**src/design/pira_pkg.sv**
```systemverilog
package pira_pkg;

	localparam int ACT_W     = 2;
	localparam int POS_W     = 5;
	localparam int DATA_W    = 32;
	localparam int LEN_W     = 6;
	localparam int DEPTH_DEF = 32;

	localparam logic [LEN_W-1:0] LEN_RST = 6'd32;

	// action codes
	localparam logic [ACT_W-1:0] ACT_READ   = 2'd0;
	localparam logic [ACT_W-1:0] ACT_INSERT = 2'd1;
	localparam logic [ACT_W-1:0] ACT_REMOVE = 2'd2;

	// register byte addresses
	localparam logic [2:0] ADDR_LEN = 3'd0;

	typedef struct packed {
		logic        [ACT_W-1:0]  action;
		logic        [POS_W-1:0]  position;
		logic signed [DATA_W-1:0] new_value;
	} req_t;

	typedef struct packed {
		logic signed [DATA_W-1:0] read_data;
		logic                     status;
	} rsp_t;

endpackage

```
**src/design/pira_req_if.sv**
```systemverilog
interface pira_req_if;
	logic                                        valid;
	logic                                        ready;
	logic        [pira_pkg::ACT_W-1:0]           action;
	logic        [pira_pkg::POS_W-1:0]           position;
	logic signed [pira_pkg::DATA_W-1:0]          new_value;

	modport source (output valid, output action, output position, output new_value,
		input ready);
	modport sink (input valid, input action, input position, input new_value,
		output ready);
endinterface

```
**src/design/pira_rsp_if.sv**
```systemverilog
interface pira_rsp_if;
	logic                               valid;
	logic                               ready;
	logic signed [pira_pkg::DATA_W-1:0] read_data;
	logic                               status;

	modport source (output valid, output read_data, output status, input ready);
	modport sink (input valid, input read_data, input status, output ready);
endinterface

```
**src/design/pira_engine.sv**
```systemverilog
module pira_engine #(
	parameter int DEPTH = pira_pkg::DEPTH_DEF
) (
	input  logic                       clk,
	input  logic                       arst_n,
	input  logic [pira_pkg::LEN_W-1:0] cfg_len,
	input  logic                       req_valid,
	input  pira_pkg::req_t             req,
	output logic                       req_ready,
	output logic                       rsp_valid,
	output pira_pkg::rsp_t             rsp,
	input  logic                       rsp_take
);

	localparam int AW = $clog2(DEPTH);
	localparam int CW = (AW + 1 > pira_pkg::LEN_W) ? AW + 1 : pira_pkg::LEN_W;
	localparam int XW = (AW > pira_pkg::POS_W) ? AW : pira_pkg::POS_W;

	typedef enum logic [2:0] {
		S_CLEAR,
		S_IDLE,
		S_RD,
		S_RDDATA,
		S_SHR,
		S_SHW,
		S_DONE
	} state_t;

	state_t                             state_q;
	logic        [AW-1:0]               idx_q;
	logic        [AW-1:0]               pos_q;
	logic        [pira_pkg::ACT_W-1:0]  act_q;
	logic signed [pira_pkg::DATA_W-1:0] val_q;
	logic        [CW-1:0]               len_q;
	pira_pkg::rsp_t                     rsp_q;

	logic signed [pira_pkg::DATA_W-1:0] mem [DEPTH];
	logic signed [pira_pkg::DATA_W-1:0] rdata_q;

	logic                               we;
	logic                               re;
	logic        [AW-1:0]               waddr;
	logic        [AW-1:0]               raddr;
	logic signed [pira_pkg::DATA_W-1:0] wdata;

	logic        [CW-1:0]               len_x;
	logic        [CW-1:0]               len_eff;
	logic        [CW-1:0]               len_m1;
	logic        [CW-1:0]               req_pos_c;
	logic        [XW-1:0]               req_pos_x;
	logic        [AW-1:0]               req_pos_a;
	logic        [AW-1:0]               src;
	logic                               more;
	logic                               is_ins;

	// effective length saturates at the array depth
	assign len_x     = CW'(cfg_len);
	assign len_eff   = (len_x > CW'(DEPTH)) ? CW'(DEPTH) : len_x;
	assign len_m1    = len_eff - CW'(1);
	assign req_pos_c = CW'(req.position);
	assign req_pos_x = XW'(req.position);
	assign req_pos_a = req_pos_x[AW-1:0];

	// shared index unit: next source entry and loop end test
	assign is_ins = (act_q == pira_pkg::ACT_INSERT);
	assign src    = is_ins ? (idx_q - AW'(1)) : (idx_q + AW'(1));
	assign more   = is_ins ? (idx_q != pos_q) : ((CW'(idx_q) + CW'(1)) < len_q);

	assign req_ready = (state_q == S_IDLE);
	assign rsp_valid = (state_q == S_DONE);
	assign rsp       = rsp_q;

	always_comb begin
		we    = 1'b0;
		re    = 1'b0;
		waddr = idx_q;
		raddr = src;
		wdata = '0;
		unique case (state_q)
			S_CLEAR: begin
				we = 1'b1;
			end
			S_RD: begin
				re    = 1'b1;
				raddr = pos_q;
			end
			S_SHR: begin
				if (more) begin
					re = 1'b1;
				end else begin
					// insert lands the new word, remove zeroes the last entry
					we    = 1'b1;
					wdata = is_ins ? val_q : '0;
				end
			end
			S_SHW: begin
				we    = 1'b1;
				wdata = rdata_q;
			end
			default: begin
			end
		endcase
	end

	always_ff @(posedge clk) begin
		if (we) begin
			mem[waddr] <= wdata;
		end
		if (re) begin
			rdata_q <= mem[raddr];
		end
	end

	always_ff @(posedge clk or negedge arst_n) begin
		if (!arst_n) begin
			state_q <= S_CLEAR;
			idx_q   <= '0;
			act_q   <= '0;
			pos_q   <= '0;
			val_q   <= '0;
			len_q   <= '0;
			rsp_q   <= '0;
		end else begin
			unique case (state_q)
				S_CLEAR: begin
					idx_q <= idx_q + AW'(1);
					if (idx_q == AW'(DEPTH - 1)) begin
						state_q <= S_IDLE;
					end
				end
				S_IDLE: begin
					if (req_valid) begin
						act_q <= req.action;
						pos_q <= req_pos_a;
						val_q <= req.new_value;
						len_q <= len_eff;
						unique case (req.action)
							pira_pkg::ACT_READ: begin
								if (req_pos_c < len_eff) begin
									state_q <= S_RD;
								end else begin
									rsp_q   <= '{read_data: '0, status: 1'b1};
									state_q <= S_DONE;
								end
							end
							pira_pkg::ACT_INSERT: begin
								if ((req_pos_c + CW'(1)) < len_eff) begin
									idx_q   <= len_m1[AW-1:0];
									state_q <= S_SHR;
								end else begin
									rsp_q   <= '{read_data: '0, status: 1'b1};
									state_q <= S_DONE;
								end
							end
							pira_pkg::ACT_REMOVE: begin
								if (req_pos_c < len_eff) begin
									idx_q   <= req_pos_a;
									state_q <= S_SHR;
								end else begin
									rsp_q   <= '{read_data: '0, status: 1'b1};
									state_q <= S_DONE;
								end
							end
							default: begin
								rsp_q   <= '{read_data: '0, status: 1'b1};
								state_q <= S_DONE;
							end
						endcase
					end
				end
				S_RD: begin
					state_q <= S_RDDATA;
				end
				S_RDDATA: begin
					rsp_q   <= '{read_data: rdata_q, status: 1'b0};
					state_q <= S_DONE;
				end
				S_SHR: begin
					if (more) begin
						state_q <= S_SHW;
					end else begin
						rsp_q   <= '{read_data: '0, status: 1'b0};
						state_q <= S_DONE;
					end
				end
				S_SHW: begin
					idx_q   <= src;
					state_q <= S_SHR;
				end
				S_DONE: begin
					if (rsp_take) begin
						state_q <= S_IDLE;
					end
				end
				default: begin
					state_q <= S_IDLE;
				end
			endcase
		end
	end

endmodule

```
**src/design/positional_insert_remove_array_core.sv**
```systemverilog
// Positional insert/remove array: DEPTH signed 32-bit entries held in a single-port-write,
// single-port-read memory, all zero after reset, of which the first
// min(length_in_use, DEPTH) take part. A request word reads, inserts or removes at a
// position and always returns one result word; a refused position (or unknown action)
// returns status 1 and leaves the array alone. The work is done by a small sequencer that
// walks the memory one entry at a time, so its memory port sets the rate; a new request
// is taken only once the last result has passed to the output register. An insert or
// remove shifts the entries from its position to the last in use. After reset the
// sequencer first sweeps the memory to zero, while req.ready stays low; configuration
// writes over the APB port are taken at any time. A finished result sits in an output
// register, so the next request can be taken while the consumer still holds off.
module positional_insert_remove_array_core #(
	parameter int DEPTH = pira_pkg::DEPTH_DEF
) (
	input  logic               clk,
	input  logic               arst_n,
	// apb configuration port
	input  logic               psel,
	input  logic               penable,
	input  logic               pwrite,
	input  logic [2:0]         paddr,
	input  logic [31:0]        pwdata,
	output logic [31:0]        prdata,
	output logic               pready,
	// request and result channels
	pira_req_if.sink           req,
	pira_rsp_if.source         rsp
);

	logic [pira_pkg::LEN_W-1:0] len_q;
	logic                       out_valid_q;
	pira_pkg::rsp_t             out_q;

	pira_pkg::req_t             eng_req;
	pira_pkg::rsp_t             eng_rsp;
	logic                       eng_ready;
	logic                       eng_done;
	logic                       eng_take;

	// apb: pready is tied high, the write lands on the access cycle
	assign pready = 1'b1;
	assign prdata = (paddr == pira_pkg::ADDR_LEN) ?
		{{(32 - pira_pkg::LEN_W){1'b0}}, len_q} : '0;

	always_ff @(posedge clk or negedge arst_n) begin
		if (!arst_n) begin
			len_q <= pira_pkg::LEN_RST;
		end else if (psel && penable && pwrite && (paddr == pira_pkg::ADDR_LEN)) begin
			len_q <= pwdata[pira_pkg::LEN_W-1:0];
		end
	end

	// request word into the sequencer
	assign eng_req   = '{action: req.action, position: req.position, new_value: req.new_value};
	assign req.ready = eng_ready;

	pira_engine #(
		.DEPTH (DEPTH)
	) u_engine (
		.clk       (clk),
		.arst_n    (arst_n),
		.cfg_len   (len_q),
		.req_valid (req.valid),
		.req       (eng_req),
		.req_ready (eng_ready),
		.rsp_valid (eng_done),
		.rsp       (eng_rsp),
		.rsp_take  (eng_take)
	);

	// output register: load a finished result when the slot is free or draining
	assign eng_take = eng_done && (!out_valid_q || rsp.ready);

	always_ff @(posedge clk or negedge arst_n) begin
		if (!arst_n) begin
			out_valid_q <= 1'b0;
			out_q       <= '0;
		end else begin
			if (eng_take) begin
				out_valid_q <= 1'b1;
				out_q       <= eng_rsp;
			end else if (rsp.ready) begin
				out_valid_q <= 1'b0;
			end
		end
	end

	assign rsp.valid     = out_valid_q;
	assign rsp.read_data = out_q.read_data;
	assign rsp.status    = out_q.status;

endmodule

```
**src/flat_wrapper.sv**
```systemverilog
// flat-port wrapper written by rule: the top's interface ports become plain ports
module positional_insert_remove_array_core_flat 
#(
	parameter int DEPTH = pira_pkg::DEPTH_DEF
)
  (clk, arst_n, psel, penable, pwrite, paddr, pwdata, prdata, pready, req_valid, req_action, req_position, req_new_value, req_ready, rsp_valid, rsp_read_data, rsp_status, rsp_ready);
  pira_req_if req_i ();
  pira_rsp_if rsp_i ();
  input  logic clk;
  input  logic arst_n;
  input  logic psel;
  input  logic penable;
  input  logic pwrite;
  input  logic [2:0] paddr;
  input  logic [31:0] pwdata;
  output logic [31:0] prdata;
  output logic pready;
  input wire logic [$bits(req_i.valid)-1:0] req_valid;
  input wire logic [$bits(req_i.action)-1:0] req_action;
  input wire logic [$bits(req_i.position)-1:0] req_position;
  input wire logic [$bits(req_i.new_value)-1:0] req_new_value;
  output wire logic [$bits(req_i.ready)-1:0] req_ready;
  output wire logic [$bits(rsp_i.valid)-1:0] rsp_valid;
  output wire logic [$bits(rsp_i.read_data)-1:0] rsp_read_data;
  output wire logic [$bits(rsp_i.status)-1:0] rsp_status;
  input wire logic [$bits(rsp_i.ready)-1:0] rsp_ready;
  assign req_i.valid = req_valid;
  assign req_i.action = req_action;
  assign req_i.position = req_position;
  assign req_i.new_value = req_new_value;
  assign req_ready = req_i.ready;
  assign rsp_valid = rsp_i.valid;
  assign rsp_read_data = rsp_i.read_data;
  assign rsp_status = rsp_i.status;
  assign rsp_i.ready = rsp_ready;
  positional_insert_remove_array_core #(.DEPTH(DEPTH)) u_core (.clk(clk), .arst_n(arst_n), .psel(psel), .penable(penable), .pwrite(pwrite), .paddr(paddr), .pwdata(pwdata), .prdata(prdata), .pready(pready), .req(req_i), .rsp(rsp_i));
endmodule
```
**config.mk**
```make
export PLATFORM = sky130hd
export DESIGN_NAME = positional_insert_remove_array_core_flat
export DESIGN_NICKNAME = d
export VERILOG_FILES = /design/src/design/pira_pkg.sv /design/src/design/pira_req_if.sv /design/src/design/pira_rsp_if.sv /design/src/design/pira_engine.sv /design/src/design/positional_insert_remove_array_core.sv /design/src/flat_wrapper.sv
export SDC_FILE = /design/constraint.sdc
export NUM_CORES = 2
export LEC_CHECK = 0
export BUFFER_PORTS_ARGS = -buffer_cell sky130_fd_sc_hd__buf_2
export CAP_MARGIN = 20
export CORE_MARGIN = 3
export CORE_UTILIZATION = 54
export DETAILED_ROUTE_END_ITERATION = 10
export PLACE_DENSITY = 0.83
export SLEW_MARGIN = 10
export SYNTH_ARGS = -nofsm -noshare
export SYNTH_HDL_FRONTEND = slang
export SYNTH_SLANG_ARGS = --single-unit
export TNS_END_PERCENT = 100
```
**constraint.sdc**
```tcl
create_clock -name clk -period 3.95 [get_ports clk]
set_input_delay 0.79 -clock clk [delete_from_list [all_inputs] [get_ports clk]]
set_output_delay 0.79 -clock clk [all_outputs]
set_load 0.005 [all_outputs]
```
==> key figures <==
Route
  • DRT Wirelength: 106 mm
  • Detailed router's first-iteration violation count: 2,482
  • Via-per-instance ratio: 6.11
  • Number of search-and-repair iterations in the first detailed-routing pass: 6
  • Via count: 25,700
  • DR DRC count: 0
  • Number of nets with antenna violations after routing: 0
  • Routed wirelength normalized by instance count: 25.1 um

Critical path
  • Cell Chain, Critical Path: ha_1, and3_1, ha_1, nor2_1, a21oi_1, a31oi_1, or2_1, buf_12, o22ai_1, nor4_2
  • Slowest stage delay, CP: 0.52 ns
  • Setup crit end kind: flop
  • Critical path buffer and inverter count: 1
  • Crit-path leading delay family: compound AO/OA/AOI/OAI gates
  • Crit path launch type: flop
  • Maximum fanout along the worst path: 31
  • Worst endpoint data arrival time: 4.08 ns
  • Required time at the worst-slack endpoint: 4.36 ns
  • Slowest library cell on the worst path: o22ai_1
  • Most common cell type on the critical path: ha_1
  • Worst Path Class, Setup: reg -> reg

Status
  • Status: finished clean

STA
  • Crit share post-route: 92.8%
  • Minimum clock period: 3.67 ns
  • Unrepaired setup endpoints after global routing: false
  • Relative max-transition margin: 27.5%
  • Final number of hold-violating endpoints: 0
  • Total setup violations reported at the end of the flow: 0
  • Fmax: 273 MHz
  • Worst-case clock skew: 0.0341 ns
  • Slack of the critical path: 0.283 ns
  • Pins over their slew limit: 0
  • Transition at the pin with the smallest max-transition slack: 1.08 ns
  • Post-Route Hold Slack: 0.239 ns

Power
  • Leakage power figure: 20.9 nW
  • Power density cells: 966 nW/um^2
  • Max IR drop VDD: 0.798 mV

GRT
  • Met2 layer usage reported by global route: 37.2%
  • Vias in the first global route: 26,400
  • GRT Resource Usage Total: 22.2%
  • Layer carrying the most global-route usage: met2
  • Global routing usage on met3: 5.19%
  • Met1 routing resource usage after global routing: 28.8%
  • Maximum number of pins on one net before global-route repair: 107
  • Initial antenna violation count: 0
  • Remaining global-route overflow: 0
  • First-pass GRT wire length: 158 mm

Synth
  • Fraction of registers with async set or reset after synthesis: 10.7%
  • Register area share after synthesis: 72.5%
  • Area fraction of the dominant cell type after synthesis: 65.9%
  • Top cells by area in the synthesized netlist: edfxtp_1, mux2i_1, dfrtp_1, o22ai_1, a22o_1
  • Top_reg_cell synth: edfxtp_1
  • Average size of a mapped cell: 17.3 sq um
  • Synth cell types: 62
  • Syn Std Cell Area: 48,100 sq um
  • Number of standard cells after synthesis: 2,782
  • Top post-synthesis cells by count: edfxtp_1, mux2i_1, nand2_1, o22ai_1, dfrtp_1
  • Most numerous cell in the Yosys netlist: edfxtp_1
  • Flop and latch count out of synthesis: 1,182
  • EDFF count, synth: 1,056
  • Yosys top cell by area: edfxtp_1
  • Synth warn: 0

Layout
  • Net count of the finished layout: 3,061
  • Synthesis-to-finish area growth: 13.5%
  • Fraction of final layout cells with drive strength greater than 1: 17.0%
  • Filler cell count: 5,710
  • Ant. Diodes: 0

Floorplan
  • Count of boundary I/O pins: 149
  • Site Rows: 108
  • Placeable core region: 87,600 sq um
  • DIE WIDTH: 304 um
  • Effective utilization at floorplan: 54.9%
  • DIE HEIGHT: 304 um
  • Die Outline Area: 92,700 sq um

Clock tree
  • Clock tree sinks: 1,182
  • Number of instances resized during post-cts repair: 6
  • Number of buffers added for setup after CTS: 0
  • Worst-Skew Late Latency: 0.70 ns
  • Clock transition at the register clock pins on the worst setup and hold paths after CTS: 0.07 ns
  • Clock H-tree levels: 3
  • Clock tree from TritonCTS: built
  • Clock Tree Buf Depth: 3
  • Number of buffers added by the clock tree synthesis step: 105
  • Hold buffer count at CTS: 0
  • Library cell used as clock root buffer: clkbuf_16

Worst hold path
  • Class of the most critical hold timing path: in -> async

Placed design
  • Count of input and output buffers: 95
  • HPWL reported at the end of detailed placement: 63.0 mm
  • Worst slack at placement: 0.00595 ns
  • Global placer's final weighted congestion: 0.888

Flow run
  • Max-cap violations: 0
-- final timing paths --
kind                                     startpoint                          end  slack, ns  cells past startpoint
hold / removal                               arst_n      u_core.rsp.read_data[0]       0.24                      1
min in group clk                  req_new_value[19]    u_core.u_engine.val_q[19]       0.30                      3
max in group asynchronous                    arst_n    u_core.u_engine.val_q[14]       2.83                      2
hold reg to reg              u_core.u_engine.rsp[0]       u_core.u_engine.rsp[0]       0.48                      1
setup / recovery           u_core.u_engine.idx_q[1]  u_core.u_engine.rdata_q[18]       0.28                     10
setup reg to reg           u_core.u_engine.idx_q[1]  u_core.u_engine.rdata_q[18]       0.28                     10
-- layout make-up --
| type | count | area, sq um | area share (%) |
|---|---|---|---|
| clock inverter | 78 | 937 | 1.72 |
| sequential | 1182 | 34900 | 63.8 |
| timing repair buffer | 218 | 2160 | 3.95 |
| inverter | 16 | 60.1 | 0.110 |
| tap | 1155 | 1450 | 2.65 |
| clock buffer | 119 | 2720 | 4.98 |
| multi-input combinational | 1432 | 12400 | 22.7 |
-- routing by layer --
layer | share of wire, % | routed length (um) | vias up
met4 | 2.5 | 2600 | 0
li1 | - | - | 11200
met3 | 9.6 | 10200 | 188
met2 | 50 | 52300 | 1253
met1 | 38 | 40500 | 13100
met5 | 0 | 0 | -
-- registers in the layout, summed over array words and instances, names as in the netlist --
signal,cells
u_core.u_engine.val_q,32
u_core.rsp.status,1
u_core.len_q,6
u_core.u_engine.len_q,6
u_core.u_engine.act_q,2
u_core.u_engine.mem,1024
u_core.rsp.read_data,32
u_core.u_engine.rdata_q,32
u_core.u_engine.state_q,3
u_core.rsp.valid,1
u_core.u_engine.rsp,33
u_core.u_engine.idx_q,5
u_core.u_engine.pos_q,5
-- per-stage QoR --
step | instance area, sq um | TNS [ns] | total power [mW] | utilization (%) | std cells
6_report | 54600 | 0 | 52.8 | 62.4 | 4200
2_1_floorplan | 48200 | -249.79 | 35.4 | - | 2807
4_1_cts | 54300 | 0 | 52.5 | 62.1 | 4186
3_5_place_dp | 50700 | 0 | 41.5 | 57.9 | 3989
5_1_grt | 54600 | 0 | 55.0 | 62.4 | 4200
3_3_place_gp | 50700 | 0 | 40.4 | 57.9 | 3989
-- power breakdown --
group,switching (mW),leakage [nW],internal [mW]
Clock,4.51,1.76,6.22
Combinational,14.4,7.72,10.2
Sequential,0.884,11.4,16.6
-- cells in the final DEF, fill, tap and decap left out, types with 14 or more instances in the layout --
cell type,instances
bufinv_16,19
buf_4,60
ha_1,25
edfxtp_1,1056
mux2_2,39
clkbuf_16,106
buf_2,94
conb_1,27
mux2i_1,773
a22o_1,47
buf_12,49
clkinv_1,25
nor2_4,32
clkinv_2,14
o21ai_0,23
a22o_2,18
inv_1,15
nor4_2,32
o22ai_1,131
dfrtp_1,125
nand2_1,147
-- cell families (layout without fill, tap and decap cells) --
logic type	Yosys count	after routing	share of synthesized area, %
flip-flops	1182	1182	72.5
multiplexers	815	815	17.1
AND/OR/NAND/NOR	286	286	3.12
AO/OA/AOI/OAI	260	260	3.76
buffers and inverters	193	431	2.54
adder cells (fa/ha/maj)	25	25	0.650
XOR/XNOR	19	19	0.362
other	2	27	0.0156
Note: power is estimated with default switching activity, not from simulation.
